<file path="src/rtl/core/gpiocl_pkg.sv">
package gpiocl_pkg;

    localparam int PIN_COUNT = 16;

    localparam logic [31:0] CFG_RESET   = 32'h4444_4444;
    localparam int          KEY_BIT_POS = 16;

    // pins that exist on this port
    localparam logic [15:0] PIN_MASK =
        (PIN_COUNT >= 16) ? 16'hFFFF : 16'((32'd1 << PIN_COUNT) - 32'd1);

    localparam logic CMD_READ  = 1'b0;
    localparam logic CMD_WRITE = 1'b1;

    localparam logic [2:0] SEL_CFG_LOW   = 3'd0;
    localparam logic [2:0] SEL_CFG_HIGH  = 3'd1;
    localparam logic [2:0] SEL_INPUT     = 3'd2;
    localparam logic [2:0] SEL_OUTPUT    = 3'd3;
    localparam logic [2:0] SEL_SET_RESET = 3'd4;
    localparam logic [2:0] SEL_RESET     = 3'd5;
    localparam logic [2:0] SEL_LOCK      = 3'd6;

    typedef struct packed {
        logic        command;
        logic [2:0]  reg_select;
        logic [31:0] write_data;
        logic [15:0] pin_levels;
    } t_gpio_req;

    typedef struct packed {
        logic [31:0] read_data;
        logic [15:0] pin_drive;
        logic        lock_active;
    } t_gpio_rsp;

    // nibbles of a config word that belong to absent pins
    function automatic logic [31:0] cfg_absent_keep(input int first);
        logic [31:0] keep;
        keep = '0;
        for (int i = 0; i < 8; i++) begin
            if (first + i >= PIN_COUNT) begin
                keep[4*i +: 4] = 4'hF;
            end
        end
        return keep;
    endfunction

endpackage

</file>
<file path="src/rtl/core/gpiocl_regs.sv">
module gpiocl_regs
    import gpiocl_pkg::*;
(
    input  logic      i_clk,
    input  logic      i_rst_n,
    input  logic      i_req_take,
    input  t_gpio_req i_req,
    output t_gpio_rsp o_rsp
);

    typedef enum logic [1:0] {
        KEY_IDLE,
        KEY_ONE,
        KEY_ZERO,
        KEY_ARMED
    } t_key_step;

    localparam logic [31:0] KeepLow  = cfg_absent_keep(0);
    localparam logic [31:0] KeepHigh = cfg_absent_keep(8);

    logic [31:0] r_cfg_low,  n_cfg_low;
    logic [31:0] r_cfg_high, n_cfg_high;
    logic [15:0] r_latch,    n_latch;
    logic [15:0] r_lock_mask, n_lock_mask;
    logic        r_key_set,  n_key_set;
    t_key_step   r_step,     n_step;

    logic [31:0] keep_low;
    logic [31:0] keep_high;
    logic [15:0] lock_bits;
    logic        lock_key;
    logic        lock_same;
    logic [31:0] rd;

    // locked pins and absent pins keep their config nibble
    always_comb begin
        keep_low  = KeepLow;
        keep_high = KeepHigh;
        for (int i = 0; i < 8; i++) begin
            if (r_key_set && r_lock_mask[i]) begin
                keep_low[4*i +: 4] = 4'hF;
            end
            if (r_key_set && r_lock_mask[8+i]) begin
                keep_high[4*i +: 4] = 4'hF;
            end
        end
    end

    assign lock_bits = i_req.write_data[15:0] & PIN_MASK;
    assign lock_key  = i_req.write_data[KEY_BIT_POS];
    assign lock_same = (lock_bits == r_lock_mask);

    always_comb begin
        n_cfg_low   = r_cfg_low;
        n_cfg_high  = r_cfg_high;
        n_latch     = r_latch;
        n_lock_mask = r_lock_mask;
        n_key_set   = r_key_set;
        n_step      = r_step;
        rd          = '0;
        if (i_req.command == CMD_WRITE) begin
            unique case (i_req.reg_select)
                SEL_CFG_LOW: begin
                    n_cfg_low = (r_cfg_low & keep_low) | (i_req.write_data & ~keep_low);
                end
                SEL_CFG_HIGH: begin
                    n_cfg_high = (r_cfg_high & keep_high) | (i_req.write_data & ~keep_high);
                end
                SEL_OUTPUT: begin
                    n_latch = i_req.write_data[15:0] & PIN_MASK;
                end
                SEL_LOCK: begin
                    if (!r_key_set) begin
                        if (r_step == KEY_ONE && !lock_key && lock_same) begin
                            n_step = KEY_ZERO;
                        end else if (r_step == KEY_ZERO && lock_key && lock_same) begin
                            n_step = KEY_ARMED;
                        end else begin
                            // wrong step restarts the sequence
                            n_step = lock_key ? KEY_ONE : KEY_IDLE;
                        end
                        n_lock_mask = lock_bits;
                    end
                end
                default: begin
                end
            endcase
        end else begin
            unique case (i_req.reg_select)
                SEL_CFG_LOW:  rd = r_cfg_low;
                SEL_CFG_HIGH: rd = r_cfg_high;
                SEL_INPUT:    rd = {16'h0, i_req.pin_levels & PIN_MASK};
                SEL_OUTPUT:   rd = {16'h0, r_latch};
                SEL_LOCK: begin
                    rd = {16'h0, r_lock_mask};
                    if (r_key_set) begin
                        rd[KEY_BIT_POS] = 1'b1;
                    end else begin
                        // read after the third key write commits the lock
                        if (r_step == KEY_ARMED) begin
                            n_key_set = 1'b1;
                        end
                        n_step = KEY_IDLE;
                    end
                end
                default: rd = '0;
            endcase
        end
    end

    assign o_rsp.read_data   = rd;
    assign o_rsp.pin_drive   = n_latch;
    assign o_rsp.lock_active = n_key_set;

    always_ff @(posedge i_clk) begin
        if (!i_rst_n) begin
            r_cfg_low   <= CFG_RESET;
            r_cfg_high  <= CFG_RESET;
            r_latch     <= '0;
            r_lock_mask <= '0;
            r_key_set   <= 1'b0;
            r_step      <= KEY_IDLE;
        end else if (i_req_take) begin
            r_cfg_low   <= n_cfg_low;
            r_cfg_high  <= n_cfg_high;
            r_latch     <= n_latch;
            r_lock_mask <= n_lock_mask;
            r_key_set   <= n_key_set;
            r_step      <= n_step;
        end
    end

endmodule

</file>
<file path="src/rtl/core/gpio_port_with_config_lock.sv">
// channel   signals                          direction
// request   i_req_valid, o_req_stall, i_req  in  (command, select, data, pin levels)
// response  o_rsp_valid, i_rsp_stall, o_rsp  out (read data, pin drive, lock flag)
//
// one request per cycle unless request stall is high; its response is registered
// register state updates at the edge that takes the request
// a two-entry output (result register plus skid) keeps requests flowing while
// the response side stalls; request stall rises only when both entries are full
// reset is synchronous and restores config words to 0x44444444, other state and valids to 0
module gpio_port_with_config_lock
    import gpiocl_pkg::*;
(
    input  logic      i_clk,
    input  logic      i_rst_n,
    input  logic      i_req_valid,
    output logic      o_req_stall,
    input  t_gpio_req i_req,
    output logic      o_rsp_valid,
    input  logic      i_rsp_stall,
    output t_gpio_rsp o_rsp
);

    logic      req_take;
    logic      out_free;
    t_gpio_rsp rsp;

    logic      r_out_valid;
    t_gpio_rsp r_out;
    logic      r_skid_valid;
    t_gpio_rsp r_skid;

    assign o_req_stall = r_skid_valid;
    assign req_take    = i_req_valid && !r_skid_valid;
    assign out_free    = !r_out_valid || !i_rsp_stall;

    gpiocl_regs u_regs (
        .i_clk      (i_clk),
        .i_rst_n    (i_rst_n),
        .i_req_take (req_take),
        .i_req      (i_req),
        .o_rsp      (rsp)
    );

    always_ff @(posedge i_clk) begin
        if (!i_rst_n) begin
            r_out_valid  <= 1'b0;
            r_skid_valid <= 1'b0;
        end else if (out_free) begin
            if (r_skid_valid) begin
                r_out_valid  <= 1'b1;
                r_skid_valid <= 1'b0;
            end else begin
                r_out_valid <= req_take;
            end
        end else if (req_take) begin
            r_skid_valid <= 1'b1;
        end
    end

    always_ff @(posedge i_clk) begin
        if (out_free) begin
            if (r_skid_valid) begin
                r_out <= r_skid;
            end else if (req_take) begin
                r_out <= rsp;
            end
        end else if (req_take) begin
            r_skid <= rsp;
        end
    end

    assign o_rsp_valid = r_out_valid;
    assign o_rsp       = r_out;

endmodule

</file>
<file path="config.mk">
export PLATFORM = sky130hd
export DESIGN_NAME = gpio_port_with_config_lock
export DESIGN_NICKNAME = d
export VERILOG_FILES = /design/src/rtl/core/gpiocl_pkg.sv /design/src/rtl/core/gpiocl_regs.sv /design/src/rtl/core/gpio_port_with_config_lock.sv
export SDC_FILE = /design/constraint.sdc
export NUM_CORES = 1
export LEC_CHECK = 0
export ABC_AREA = 1
export BUFFER_PORTS_ARGS = -buffer_cell sky130_fd_sc_hd__buf_2
export CAP_MARGIN = 40
export CORE_MARGIN = 2
export CORE_UTILIZATION = 40
export CTS_CLUSTER_SIZE = 10
export DETAILED_ROUTE_END_ITERATION = 10
export PLACE_DENSITY = 0.69
export SLEW_MARGIN = 10
export SYNTH_ARGS = -nofsm -noshare
export SYNTH_HDL_FRONTEND = slang
export SYNTH_SLANG_ARGS = --single-unit
</file>
<file path="constraint.sdc">
create_clock -name i_clk -period 4.3 [get_ports i_clk]
set_clock_uncertainty 0.15 [all_clocks]
set_input_delay 0.43 -clock i_clk [delete_from_list [all_inputs] [get_ports i_clk]]
set_output_delay 0.43 -clock i_clk [all_outputs]
set_load 0.01 [all_outputs]
</file>
==> tab_implementation.tex <==
\begin{tabular}{lr}
\hline
Metric & Value \\
\hline
\multicolumn{2}{l}{\textbf{Status}} \\
Result of the run & finished, final reports clean \\
\multicolumn{2}{l}{\textbf{STA}} \\
Fmax achieved & 400 MHz \\
Share of the cycle needed by the critical path after routing & between 50\% and 60\% \\
Final Worst Setup Slack & 1800 ps \\
Slew margin rel. & between 40\% and 50\% \\
Unrepaired setup endpoints after global routing & no \\
Least-Margin Pin Slew & between 700 and 800 ps \\
\# setup viols final & 0 \\
Final count of pins violating max slew & 0 \\
Final TNS setup & 0 ps \\
Minimum period implied by the final worst setup slack & $\sim$2500 ps \\
Final Hold Vio Count & 0 \\
\multicolumn{2}{l}{\textbf{Global route}} \\
Global-route usage over all layers & approximately a fifth \\
Total global routing overflow & 0 \\
Initial antenna violation count & 2 \\
Wire length of the first global-routing pass & 35.3 mm \\
Vias in the first global route & 6691 \\
Maximum number of pins on one net before global-route repair & 81 \\
\multicolumn{2}{l}{\textbf{Clock network}} \\
Clock root buffer master & sky130\_fd\_sc\_hd\_\_clkbuf\_16 \\
H-tree levels & 4 \\
Num Clock Sinks & approximately 200 \\
Number of buffers created by CTS & 17 \\
Clock transition at the registers of the reported paths & 70 ps \\
Maximum number of buffers from clock root to sink & 2 \\
Post-cts resize count & 0 \\
Setup fix buffers added after clock tree synthesis & 0 \\
TritonCTS clock tree & yes \\
Hold bufs inserted after CTS & 0 \\
Worst-skew pair later-pin latency & 440 ps \\
\multicolumn{2}{l}{\textbf{Yosys}} \\
Mean post-synth cell area & 8.27 um2 \\
Seq/Total Area, Yosys & between 50\% and 60\% \\
Synth cell types & 29 \\
Number of cells produced by synthesis & 1065 \\
Synthesized net count & 1121 \\
Summed instance area of the synthesized netlist & 8810 um2 \\
Synth warn & 0 \\
Number of flip-flops and latches in the synthesized netlist & 199 \\
\multicolumn{2}{l}{\textbf{Run}} \\
Maxcap violations & 0 \\
\multicolumn{2}{l}{\textbf{Route}} \\
Final wirelength & 22.3 mm \\
First-iteration detailed-routing DRC count & 669 \\
Average detailed-routed wire length per instance & 15.4 um \\
Total via count in the routed design & about 7200 \\
Routed vias/inst & 4.97 \\
Iteration count of the initial detailed-routing pass & 5 \\
Number of nets with antenna violations after routing & 0 \\
Number of DRC violations after detailed routing & 0 \\
\multicolumn{2}{l}{\textbf{Setup path}} \\
Reg2Reg Setup Slack & 1800 ps \\
Arr. time, crit path & 2430 ps \\
Startpoint-to-endpoint class of the critical path & reg2reg \\
Kind of launch point of the worst setup path & flip-flop \\
Required time of the worst setup path & 4240 ps \\
Maximum fanout along the worst path & 53 \\
Number of cells traversed by the worst register-to-register path & 4 \\
Critical path endpoint category & flip-flop \\
\multicolumn{2}{l}{\textbf{Cells and area}} \\
Post-layout net count & roughly 1200 \\
Layout Utilization & 47.1\% \\
Layout overhead on the synthesized area & 16.0\% \\
Fraction of layout cells with a size suffix above 1 & between 10\% and 20\% \\
\multicolumn{2}{l}{\textbf{Power and ir drop}} \\
Maximum vdd ir drop & 0.271 mV \\
Leakage power total & 4.54 nW \\
Ratio of total power to cell area & roughly 400 nW/um2 \\
Power after layout & 0.00409 W \\
\multicolumn{2}{l}{\textbf{Placement}} \\
GP Congestion & 0.895 \\
Setup slack at placement & 1770 ps \\
Total half-perimeter wirelength after legalization and detailed placement & 15.6 mm \\
Quantity of I/O buffers inserted on ports & between 100 and 150 \\
\multicolumn{2}{l}{\textbf{Hold path}} \\
Kind of path behind the tightest hold check & in2reg \\
Hold Path Depth & 3 \\
\multicolumn{2}{l}{\textbf{Floorplanning}} \\
Initial core utilization & roughly 40\% \\
Horizontal die dimension & 152 um \\
Floorplan row count & 54 \\
Placeable Area & 21700 um2 \\
Height of the die & 152 um \\
Ports & 107 \\
Die footprint & 23200 um2 \\
\hline
\end{tabular}
==> critical path: stages, from the launching register on <==
cell and delay, ps:
sky130_fd_sc_hd__dfxtp_2 330, sky130_fd_sc_hd__buf_4 450, sky130_fd_sc_hd__nor2_1 190, sky130_fd_sc_hd__a21oi_4 490, sky130_fd_sc_hd__buf_4 500
==> logic make-up after synthesis <==
| kind of cell | Yosys count | share of synthesized area, % |
|---|---|---|
| flip-flops | 199 | 56.3 |
| buffers and inverters | 174 | 7.71 |
| AO/OA/AOI/OAI | 235 | 15.1 |
| AND/OR/NAND/NOR | 457 | 20.9 |
==> through the flow <==
step           cell area, um2  hold slack (ps)  std cells
2_1_floorplan            8810              279       1065
3_3_place_gp             9580              289       1413
3_5_place_dp             9610              300       1415
4_1_cts                 10200             66.2       1447
5_1_grt                 10200             77.6       1447
6_report                10200             76.8       1448
==> cells in the mapped netlist <==
library cell | n | area [um2]
sky130_fd_sc_hd__nand2_1 | 313 | 1170
sky130_fd_sc_hd__inv_1 | 121 | 454
sky130_fd_sc_hd__dfxtp_1 | 101 | 2020
sky130_fd_sc_hd__nor2_1 | 100 | 375
sky130_fd_sc_hd__edfxtp_1 | 98 | 2940
sky130_fd_sc_hd__a21oi_1 | 92 | 460
sky130_fd_sc_hd__o21ai_0 | 76 | 380
sky130_fd_sc_hd__o21ai_1 | 36 | 180
sky130_fd_sc_hd__nand3_1 | 29 | 145
sky130_fd_sc_hd__clkbuf_1 | 23 | 86.3
sky130_fd_sc_hd__buf_2 | 16 | 80.1
sky130_fd_sc_hd__o211ai_1 | 9 | 67.6
sky130_fd_sc_hd__a21oi_2 | 8 | 70.1
sky130_fd_sc_hd__a21oi_4 | 8 | 130
sky130_fd_sc_hd__buf_1 | 6 | 22.5
sky130_fd_sc_hd__inv_2 | 6 | 22.5
sky130_fd_sc_hd__o22ai_1 | 5 | 31.3
sky130_fd_sc_hd__nand2_4 | 3 | 33.8
sky130_fd_sc_hd__nor3b_2 | 3 | 37.5
sky130_fd_sc_hd__nand4_1 | 2 | 12.5
sky130_fd_sc_hd__nor3_1 | 2 | 10.0
sky130_fd_sc_hd__a211oi_1 | 1 | 7.51
sky130_fd_sc_hd__buf_4 | 1 | 7.51
sky130_fd_sc_hd__inv_4 | 1 | 6.26
sky130_fd_sc_hd__nand2_2 | 1 | 6.26
sky130_fd_sc_hd__nand3_2 | 1 | 10.0
sky130_fd_sc_hd__nor2_2 | 1 | 6.26
sky130_fd_sc_hd__nor2_8 | 1 | 20.0
sky130_fd_sc_hd__nor3b_1 | 1 | 7.51
==> final timing paths <==
kind | from | endpoint
min | i_req[42] | flip-flop
max | o_req_stall | o_rsp[24]
min reg2reg | flip-flop | flip-flop
max reg2reg | o_req_stall | o_rsp[24]
==> final cells by class <==
class	count	area (um2)
fill	2066	11500
multi-input combinational	692	3190
tap	280	350
clock buffer	17	425
inverter	128	483
timing repair buffer	116	626
antenna	1	2.50
sequential	199	4970
clock inverter	15	186
==> layout by cell type, fill, tap and decap left out, types with 2 or more instances in the layout <==
master	n
sky130_fd_sc_hd__a21oi_1	91
sky130_fd_sc_hd__nor3_1	2
sky130_fd_sc_hd__a21oi_4	9
sky130_fd_sc_hd__bufinv_16	3
sky130_fd_sc_hd__buf_4	8
sky130_fd_sc_hd__o21ai_1	36
sky130_fd_sc_hd__clkbuf_16	17
sky130_fd_sc_hd__inv_6	5
sky130_fd_sc_hd__nor2_1	99
sky130_fd_sc_hd__nand4_1	2
sky130_fd_sc_hd__a21oi_2	8
sky130_fd_sc_hd__inv_2	6
sky130_fd_sc_hd__inv_1	121
sky130_fd_sc_hd__nor3b_2	3
sky130_fd_sc_hd__nand2_1	313
sky130_fd_sc_hd__clkinv_4	2
sky130_fd_sc_hd__o21ai_0	76
sky130_fd_sc_hd__nand2_4	3
sky130_fd_sc_hd__o211ai_1	9
sky130_fd_sc_hd__edfxtp_1	98
sky130_fd_sc_hd__clkinvlp_4	2
sky130_fd_sc_hd__buf_2	106
sky130_fd_sc_hd__dfxtp_1	100
sky130_fd_sc_hd__nand3_1	29
sky130_fd_sc_hd__o22ai_1	5
==> where the power goes <==
part	total [W]	internal [W]	switching, W
clock network	0.00166	0.000928	0.000736
logic	0.000334	0.000102	0.000232
registers	0.00209	0.00207	0.0000271
==> per-layer routing <==
metal | global-route usage [%] | part of all wire [%] | vias up
li1 | - | - | 3630
met1 | 26.3 | 45 | 3284
met2 | 30.3 | 46 | 245
met3 | 4.49 | 7.2 | 35
met4 | 5.56 | 1.8 | 2
met5 | 0 | 0.049 | -
Note: power is estimated with default switching activity, not from simulation.
